File: src/sv/pwl_pkg.sv
// ----------------------------------------------------------------------------
// pwl_pkg
// Shared types and constants of the piecewise linear interpolator.
// ----------------------------------------------------------------------------
package pwl_pkg;

    localparam int MAX_POINTS = 64;
    localparam int IDX_W      = $clog2(MAX_POINTS);
    localparam int CNT_W      = $clog2(MAX_POINTS + 1);

    // input modes
    localparam logic [1:0] MODE_APPEND = 2'd0;
    localparam logic [1:0] MODE_QUERY  = 2'd1;
    localparam logic [1:0] MODE_CLEAR  = 2'd2;
    localparam logic [1:0] MODE_UNUSED = 2'd3;

    // decoded operations
    localparam logic [1:0] OP_APPEND = 2'd0;
    localparam logic [1:0] OP_QUERY  = 2'd1;
    localparam logic [1:0] OP_CLEAR  = 2'd2;
    localparam logic [1:0] OP_NOP    = 2'd3;

    // status codes
    localparam logic [1:0] ST_OK         = 2'd0;
    localparam logic [1:0] ST_FEW        = 2'd1;
    localparam logic [1:0] ST_FULL       = 2'd2;
    localparam logic [1:0] ST_ZERO_WIDTH = 2'd3;

    typedef struct packed {
        logic [1:0]         mode;
        logic signed [31:0] key_x;
        logic signed [31:0] value_y;
    } t_in_item;

    typedef struct packed {
        logic signed [31:0] result_y;
        logic [1:0]         status;
        logic [6:0]         entries_held;
    } t_out_item;

    typedef struct packed {
        logic [1:0]         op;
        logic signed [31:0] key_x;
        logic signed [31:0] value_y;
    } t_cmd;

endpackage

File: src/sv/pwl_front.sv
// ----------------------------------------------------------------------------
// pwl_front
// Accepts input items, decodes the mode and queues commands for the engine.
// ----------------------------------------------------------------------------
module pwl_front (
    input  logic              i_clk,
    input  logic              i_rst_n,
    input  logic              i_push,
    input  pwl_pkg::t_in_item i_item,
    output logic              full,
    output logic              o_cmd_valid,
    output pwl_pkg::t_cmd     o_cmd,
    input  logic              i_cmd_take
);
    import pwl_pkg::*;

    t_cmd       r_buf [2];
    logic       r_wp;
    logic       r_rp;
    logic [1:0] r_cnt;
    logic       wr_en;
    logic       rd_en;
    t_cmd       cmd_in;

    assign full        = (r_cnt == 2'd2);
    assign o_cmd_valid = (r_cnt != 2'd0);
    assign o_cmd       = r_buf[r_rp];
    assign wr_en       = i_push && !full;
    assign rd_en       = o_cmd_valid && i_cmd_take;

    always_comb begin
        cmd_in.key_x   = i_item.key_x;
        cmd_in.value_y = i_item.value_y;
        unique case (i_item.mode)
            MODE_APPEND: cmd_in.op = OP_APPEND;
            MODE_QUERY:  cmd_in.op = OP_QUERY;
            MODE_CLEAR:  cmd_in.op = OP_CLEAR;
            default:     cmd_in.op = OP_NOP;
        endcase
    end

    always_ff @(posedge i_clk) begin
        if (wr_en) begin
            r_buf[r_wp] <= cmd_in;
        end
        if (!i_rst_n) begin
            r_wp  <= 1'b0;
            r_rp  <= 1'b0;
            r_cnt <= 2'd0;
        end else begin
            if (wr_en) begin
                r_wp <= ~r_wp;
            end
            if (rd_en) begin
                r_rp <= ~r_rp;
            end
            r_cnt <= r_cnt + {1'b0, wr_en} - {1'b0, rd_en};
        end
    end

endmodule

File: config.mk
export PLATFORM = sky130hd
export DESIGN_NAME = pwl_front
export DESIGN_NICKNAME = d
export VERILOG_FILES = /design/src/sv/pwl_pkg.sv /design/src/sv/pwl_front.sv
export SDC_FILE = /design/constraint.sdc
export NUM_CORES = 1
export LEC_CHECK = 0
export BUFFER_PORTS_ARGS = -buffer_cell sky130_fd_sc_hd__buf_2
export CORE_ASPECT_RATIO = 0.9
export CORE_MARGIN = 2
export CORE_UTILIZATION = 52
export DETAILED_ROUTE_END_ITERATION = 12
export PLACE_DENSITY = 0.79
export SYNTH_ARGS = -nofsm -noshare
export SYNTH_HDL_FRONTEND = slang
export SYNTH_SLANG_ARGS = --single-unit
File: constraint.sdc
create_clock -name i_clk -period 4.2 [get_ports i_clk]
set_input_delay 0 -clock i_clk [delete_from_list [all_inputs] [get_ports i_clk]]
set_output_delay 0 -clock i_clk [all_outputs]
set_load 0.005 [all_outputs]
==> impl_results.md, run 1 <==
* Setup_tns at 0 ns
* Pwr dens at 583 nW/µm²
* Pre-Repair DR Iteration Count at 4
* Slew Viols, Final at 0
* FMAX at 447 MHz
* Critical Path End Type: flop
* Slew margin rel. at 27.2%
* Worst Clk Skew at ~0.010 ns
* H-tree depth at 4
* Aggregate routed wire length at 9580 µm
* Status: finished clean
* Die Ht at 98.6 µm
* Worst slew pin tran at 1.09 ns
* Drt drc at 0
* Sequential share of the synthesized area at 78.6%
* Pleak at ~0.0028 µW
* Peak supply drop at about 370 µV
* Starting Density at 53.5%
* Min Tclk post-route at 2.24 ns
* Critical path launch point type: flop
* Total global-route track usage at roughly 18%
* Cells after Synth at about 230
* Post-CTS setup repair buffer count at 0
* WS Path Type: reg -> reg
* Core Area at 9660 µm²
* Syn_nets at between 300 and 400
* Layout cells sized above 1 at 50.5%
* # setup viols final at 0
* Avg Inst Size Synth at 22.1 µm²
* Post-CTS Resized at 0
* Worst-Skew Late Latency at 0.51 ns
* DR vias/cell at 4.86
* Clk sinks at 137
* Fin Hold WS at ~0.22 ns
* Placer Congestion at ~0.7
* Synth area leader: edfxtp_1
* Syn Std Cell Area at 5170 µm²
* Post-route ant nets at 0
* Share of the synthesized area in the top cell type at 76.7%
* Critical Path AT at 2.41 ns
* DP Wirelength at 5460 µm
* Final hold vios at 0
* Die width at 109 µm
* Iter 0 DRT Violations at 109
* Max-cap violations at 0
* Antenna violations before repair at 0
* TritonCTS clock tree: built
* P&R area growth vs syn at 39.0%
* Total congestion overflow at 0
* CTS Buf Count at 17
* Die area at roughly 11000 µm²
* CTS Root Cell: clkbuf_8
* # diodes at 0
* First-pass GRT wire length at around 14000 µm
* Unrepaired setup endpoints after global routing: false
* Seq cells post-synth at about 140
* Clock Pin Slew Worst Setup and Hold Paths at 0.06 ns
* Clock Tree Buf Depth at 2
* # port buffers at 137
* Synth top area cells: edfxtp_1, mux2_4, mux2_2
* HP Class: in -> reg
* Via count of the routed design at 2871
* Nets at 524
* Count of cell types in the netlist at 20
* CP Data Required Time at 4.37 ns
* Final period utilization at between 50% and 60%
* I/O Pins at 138
* Highest net fanout along the worst path at 42
* Syn. warnings at 0
* Vias in the first global route at between 2000 and 3000
* Largest net degree at the start of global routing at 67
* Core Rows at 34
* WL per Instance at 16.2 µm
[placed cells by master, fill, tap and decap left out, drive strengths merged]
cell type,instances
and2,2
and3,1
buf,139
bufinv,1
clkbuf,24
clkinv,6
clkinvlp,1
dfxtp,5
dlygate4sd3,69
edfxtp,132
ha,2
inv,3
mux2,66
mux2i,1
nand2,2
nand2b,2
nor2,4
nor3,1
o21a,1
or2,1
xnor2,1
xor2,1
[path summary, 6_finish.rpt]
check	from	cells past startpoint	endpoint	slack, ns
worst max-delay path	r_cnt[0]	3	r_buf[1][40]	1.96
worst min register to register	r_wp	2	r_wp	0.53
worst min-delay path	i_item[55]	2	r_buf[0][55]	0.22
worst max register to register	r_cnt[0]	3	r_buf[1][40]	1.96
[state kept, by name, summed over array words and instances, names as in the netlist, named ones only]
register and flops:
r_buf 132, r_cnt 2, r_rp 1, r_wp 1
[power by group]
group	switching [µW]	leakage [µW]	internal, µW
registers	172	0.00127	1770
clock network	493	0.000257	797
logic	371	0.00131	583
[timing repair]
| action | 4_1_cts | 5_1_grt |
|---|---|---|
| hold endpoints to repair | 137 | 0 |
| endpoints found under the setup margin | 0 | 0 |
| hold buffers | 69 | 0 |
[cells by family after synthesis]
kind of cell | count (synthesis) | synth area share [%]
buffers and inverters | 12 | 1.65
and+or+nand+nor | 13 | 1.26
DFF | 137 | 78.6
adders and majority gates | 2 | 0.484
AOI/OAI and AO/OA | 1 | 0.145
muxes | 67 | 17.5
xor gates and xnor gates | 2 | 0.339
[metrics by stage]
stage | total power [µW] | cells | instance area (µm²) | setup slack (ns) | utilization (%)
4_1_cts | 4220 | 591 | 7180 | 1.92 | 74.4
2_1_floorplan | 2520 | 234 | 5170 | 0.371 | -
6_report | 4190 | 591 | 7180 | 1.96 | 74.4
5_1_grt | 4380 | 591 | 7180 | 1.79 | 74.4
3_3_place_gp | 2840 | 490 | 5960 | 2.01 | 61.8
3_5_place_dp | 2870 | 490 | 5960 | 1.93 | 61.8
[routing by layer]
metal | up-vias | track usage [%] | share of wire, %
met5 | - | 0 | 0
met4 | 0 | 6.51 | 0.91
met3 | 9 | 5.36 | 7.1
met2 | 126 | 30.7 | 51
met1 | 1384 | 21.8 | 41
li1 | 1352 | - | -
[area by class of cell]
cell class	instances	area (µm²)
Tap cell	126	158
Clock buffer	24	450
Timing Repair Buffer	208	1390
Inverter	3	11.3
Clock inverter	8	75.1
Fill cell	559	2480
Sequential cell	137	4070
Multi-Input combinational cell	85	1030
[cells in the mapped netlist]
| library cell | number |
|---|---|
| or2_2 | 1 |
| nor3_1 | 1 |
| o21a_1 | 1 |
| nand2_1 | 2 |
| xor2_1 | 1 |
| mux2_2 | 26 |
| dfxtp_1 | 5 |
| clkbuf_1 | 2 |
| inv_1 | 3 |
| and2_1 | 2 |
| mux2i_1 | 1 |
| edfxtp_1 | 132 |
| mux2_4 | 40 |
| ha_1 | 2 |
| nor2_1 | 4 |
| nand2b_1 | 2 |
| xnor2_1 | 1 |
| and3_1 | 1 |
| buf_6 | 5 |
| buf_2 | 2 |
[critical path, stage by stage, from the launching register on]
cell and delay [ns]:
dfxtp_1 0.36, nand2b_1 0.16, and3_2 0.89, buf_4 0.46
Power figures use the tool's default switching activity.
==> run 2: changes to the inputs <==
==> constraint.sdc (replaced) <==
create_clock -name i_clk -period 2.1 [get_ports i_clk]
set_input_delay 0 -clock i_clk [delete_from_list [all_inputs] [get_ports i_clk]]
set_output_delay 0 -clock i_clk [all_outputs]
set_load 0.005 [all_outputs]
==> run 2 against run 1 <==
  * Utilization rose by 1.7 points
  * Largest power group unchanged
  * Critical path depth did not move
  * Die area did not move
==> impl_results.md, run 2 (synthesized netlist as in run 1, its figures left out) <==
* # port buffers at 137 (unchanged)
* Largest net degree at the start of global routing at 67 (unchanged)
* CTS Buf Count at 17 (unchanged)
* Biggest register: r_buf (unchanged)
* Setup_tns at 0 ns (unchanged)
* Most frequent cells in the layout: buf_2, edfxtp_1, dlygate4sd3_1 (unchanged)
* Slew Viols, Final at 0 (unchanged)
* Critical path launch point type: flop (unchanged)
* Nets at 526 (was 524)
* DR vias/cell at 4.81 (was 4.86)
* Total global-route track usage at 18.7% (was 18.0%)
* Comb power frac at 23.6% (was 22.8%)
* Peak supply drop at 706 µV (was 372 µV)
* Status: finished clean (unchanged)
* Final period utilization at around 90%
* Min Tclk post-route at ~1.9 ns
* Switching Share at 24.1% (was 24.8%)
* P&R area growth vs syn at 42.1% (was 39.0%)
* Number of flip-flops in the largest register at 132 (unchanged)
* Worst slew pin tran at 0.444 ns (was 1.09 ns)
* Iter 0 DRT Violations at 135 (was 109)
* Aggregate routed wire length at 9650 µm (was 9580 µm)
* Die area at 10800 µm² (unchanged)
* Worst R2R Path Depth at 8 (was 3)
* Die Ht at 98.6 µm (unchanged)
* Clock Tree Buf Depth at 2 (unchanged)
* Crit Reg-Reg Startpoint: r_cnt[0] (unchanged)
* Clock Pin Slew Worst Setup and Hold Paths at 0.06 ns (about the same)
* Setup WS post-layout at 0.186 ns (was 1.96 ns)
* Clk sinks at 137 (unchanged)
* Post-CTS Resized at 0 (unchanged)
* End of the worst hold path: r_buf[1][17] (was r_buf[0][55])
* Fill count at 563 (was 559)
* Antenna violations before repair at 0 (unchanged)
* H-tree depth at 4 (unchanged)
* Final non-filler cell total at 593 (was 591)
* Highest net fanout along the worst path at 26 (was 42)
* HP Class: in -> reg (unchanged)
* Leading cell type in the layout, fill and taps excluded: buf_2 (unchanged)
* CTS Root Cell: clkbuf_8 (unchanged)
* TritonCTS clock tree: built (unchanged)
* DP Worst Slack at 0.377 ns (was 1.93 ns)
* Die width at 109 µm (unchanged)
* Post-layout util at 76.0% (was 74.4%)
* Post-route ant nets at 0 (unchanged)
* WL per Instance at 16.3 µm (was 16.2 µm)
* Max-cap violations at 0 (unchanged)
* Starting Density at 53.5% (unchanged)
* CP bufs+invs at 2 (was 1)
* WS Path Type: reg -> out (was reg -> reg)
* Layout cells sized above 1 at 51.2% (was 50.5%)
* Total congestion overflow at 0 (unchanged)
* Critical Path End Type: output pin (was flop)
* Placer Congestion at 0.737 (was 0.701)
* Pre-Repair DR Iteration Count at 4 (unchanged)
* HP Start: i_item[17] (was i_item[55])
* Largest regs: r_buf: 132 flops, r_cnt: 2 flops (unchanged)
* Critical Path AT at 1.91 ns (was 2.41 ns)
* # diodes at 0 (unchanged)
* # setup viols final at 0 (unchanged)
* Internal cell power at 6780 µW (was 3150 µW)
* Final hold vios at 0 (unchanged)
* R2R setup slack at 0.37 ns (was 1.96 ns)
* CP Cell Sequence: buf_12, mux2_2, buf_2 (was nand2b_1, and3_2, buf_4)
* Worst-Skew Late Latency at 0.51 ns (about the same)
* Via count of the routed design at 2855 (was 2871)
* Worst Clk Skew at 0.00607 ns (was 0.0101 ns)
* Slowest library cell on the worst path: dfxtp_4 (was and3_2)
* DP Wirelength at 5750 µm (was 5460 µm)
* Pwr dens at 1220 nW/µm² (was 583 nW/µm²)
* FMAX at 522 MHz
* CP Data Required Time at 2.10 ns (was 4.37 ns)
* Net Switching at 2150 µW (was 1040 µW)
* Post-Place Cells at 492 (was 490)
* Drt drc at 0 (unchanged)
* Largest incremental delay on the critical path at 0.63 ns (was 0.89 ns)
* Slew margin rel. at 70.4% (was 27.2%)
* Total power at 8930 µW (was 4190 µW)
* Unrepaired setup endpoints after global routing: false (unchanged)
* Clock power frac at 34.5% (was 30.8%)
* First-pass GRT wire length at 14600 µm (was 14100 µm)
* Vias in the first global route at 3008 (was 2951)
* I/O Pins at 138 (unchanged)
* Core Area at 9660 µm² (unchanged)
* RR Endpoint: r_cnt[1] (was r_buf[1][40])
* Hold Crit Depth at 2 (unchanged)
* Pleak at 0.00290 µW (was 0.00284 µW)
* Core Rows at 34 (unchanged)
* Crit path max-delay family: flip-flops (was simple AND/OR/NAND/NOR gates)
* Flop pwr share at 41.9% (was 46.4%)
-- run 2: cell types whose count changed in the layout (fill, tap and decap cells not counted), sizes merged --
cell | previous run | this run
clkbuf | 24 | 18
inv | 3 | 4
clkinvlp | 1 | 3
bufinv | 1 | 5
clkinv | 6 | 5
buf | 139 | 141
-- run 2: per-layer routing --
layer	global-route usage [%]	share of wire [%]
met5	0	0
met4	7.99	1.9
met3	6.08	6.9
met2	31.6	50
met1	21.8	41
-- run 2: how the worst max path moves through the flow --
stage             start           to  slack (ns)  depth (start not counted)
6_report           flop    o_cmd[13]        0.19                          3
5_1_grt            flop     o_cmd[9]        0.09                          3
4_1_cts            flop     o_cmd[9]        0.14                          3
3_5_place_dp   r_cnt[0]     r_cnt[1]        0.38                          8
3_3_place_gp   r_cnt[0]     r_cnt[1]        0.51                          8
2_1_floorplan  r_cnt[0]  r_buf[0][0]         0.1                          3
-- run 2: power by group through the flow --
stage,combinational (µW),sequential (µW),clock (µW)
final,2110,3740,3080
after global routing,2280,3790,3240
after CTS,2140,3750,3120
after detailed placement,2030,3800,0
after global placement,1990,3760,0
after floorplan,1350,3670,0
-- run 2: what timing repair did --
| item | in CTS | in global routing |
|---|---|---|
| hold buffers | 69 | 0 |
| setup buffers | 0 | 0 |
| endpoints found under the hold margin | 137 | 0 |
-- run 2: area by class of cell --
class	instances	area (µm²)	share of cell area (%)
multi-input combinational	85	1030	14.0
inverter	3	11.3	0.153
clock buffer	18	418	5.69
clock inverter	14	203	2.76
timing repair buffer	210	1460	19.8
sequential	137	4070	55.4
tap	126	158	2.15
-- run 2: stage by stage --
stage	instance area [µm²]	hold WS [ns]
floorplan	5180	0.0989
detailed placement	6030	0.192
global route	7340	0.205
CTS	7340	0.198
global placement	6030	0.187
finish	7340	0.215
-- run 2: worst reg2reg max path, stage by stage, from the launching register on --
cell and delay [ns]:
dfxtp_1 0.36, nand2b_1 0.17, nand2_1 0.15, ha_1 0.31, inv_1 0.04, ha_1 0.18
xor2_1 0.15, and2_1 0.15, nor3_1 0.14
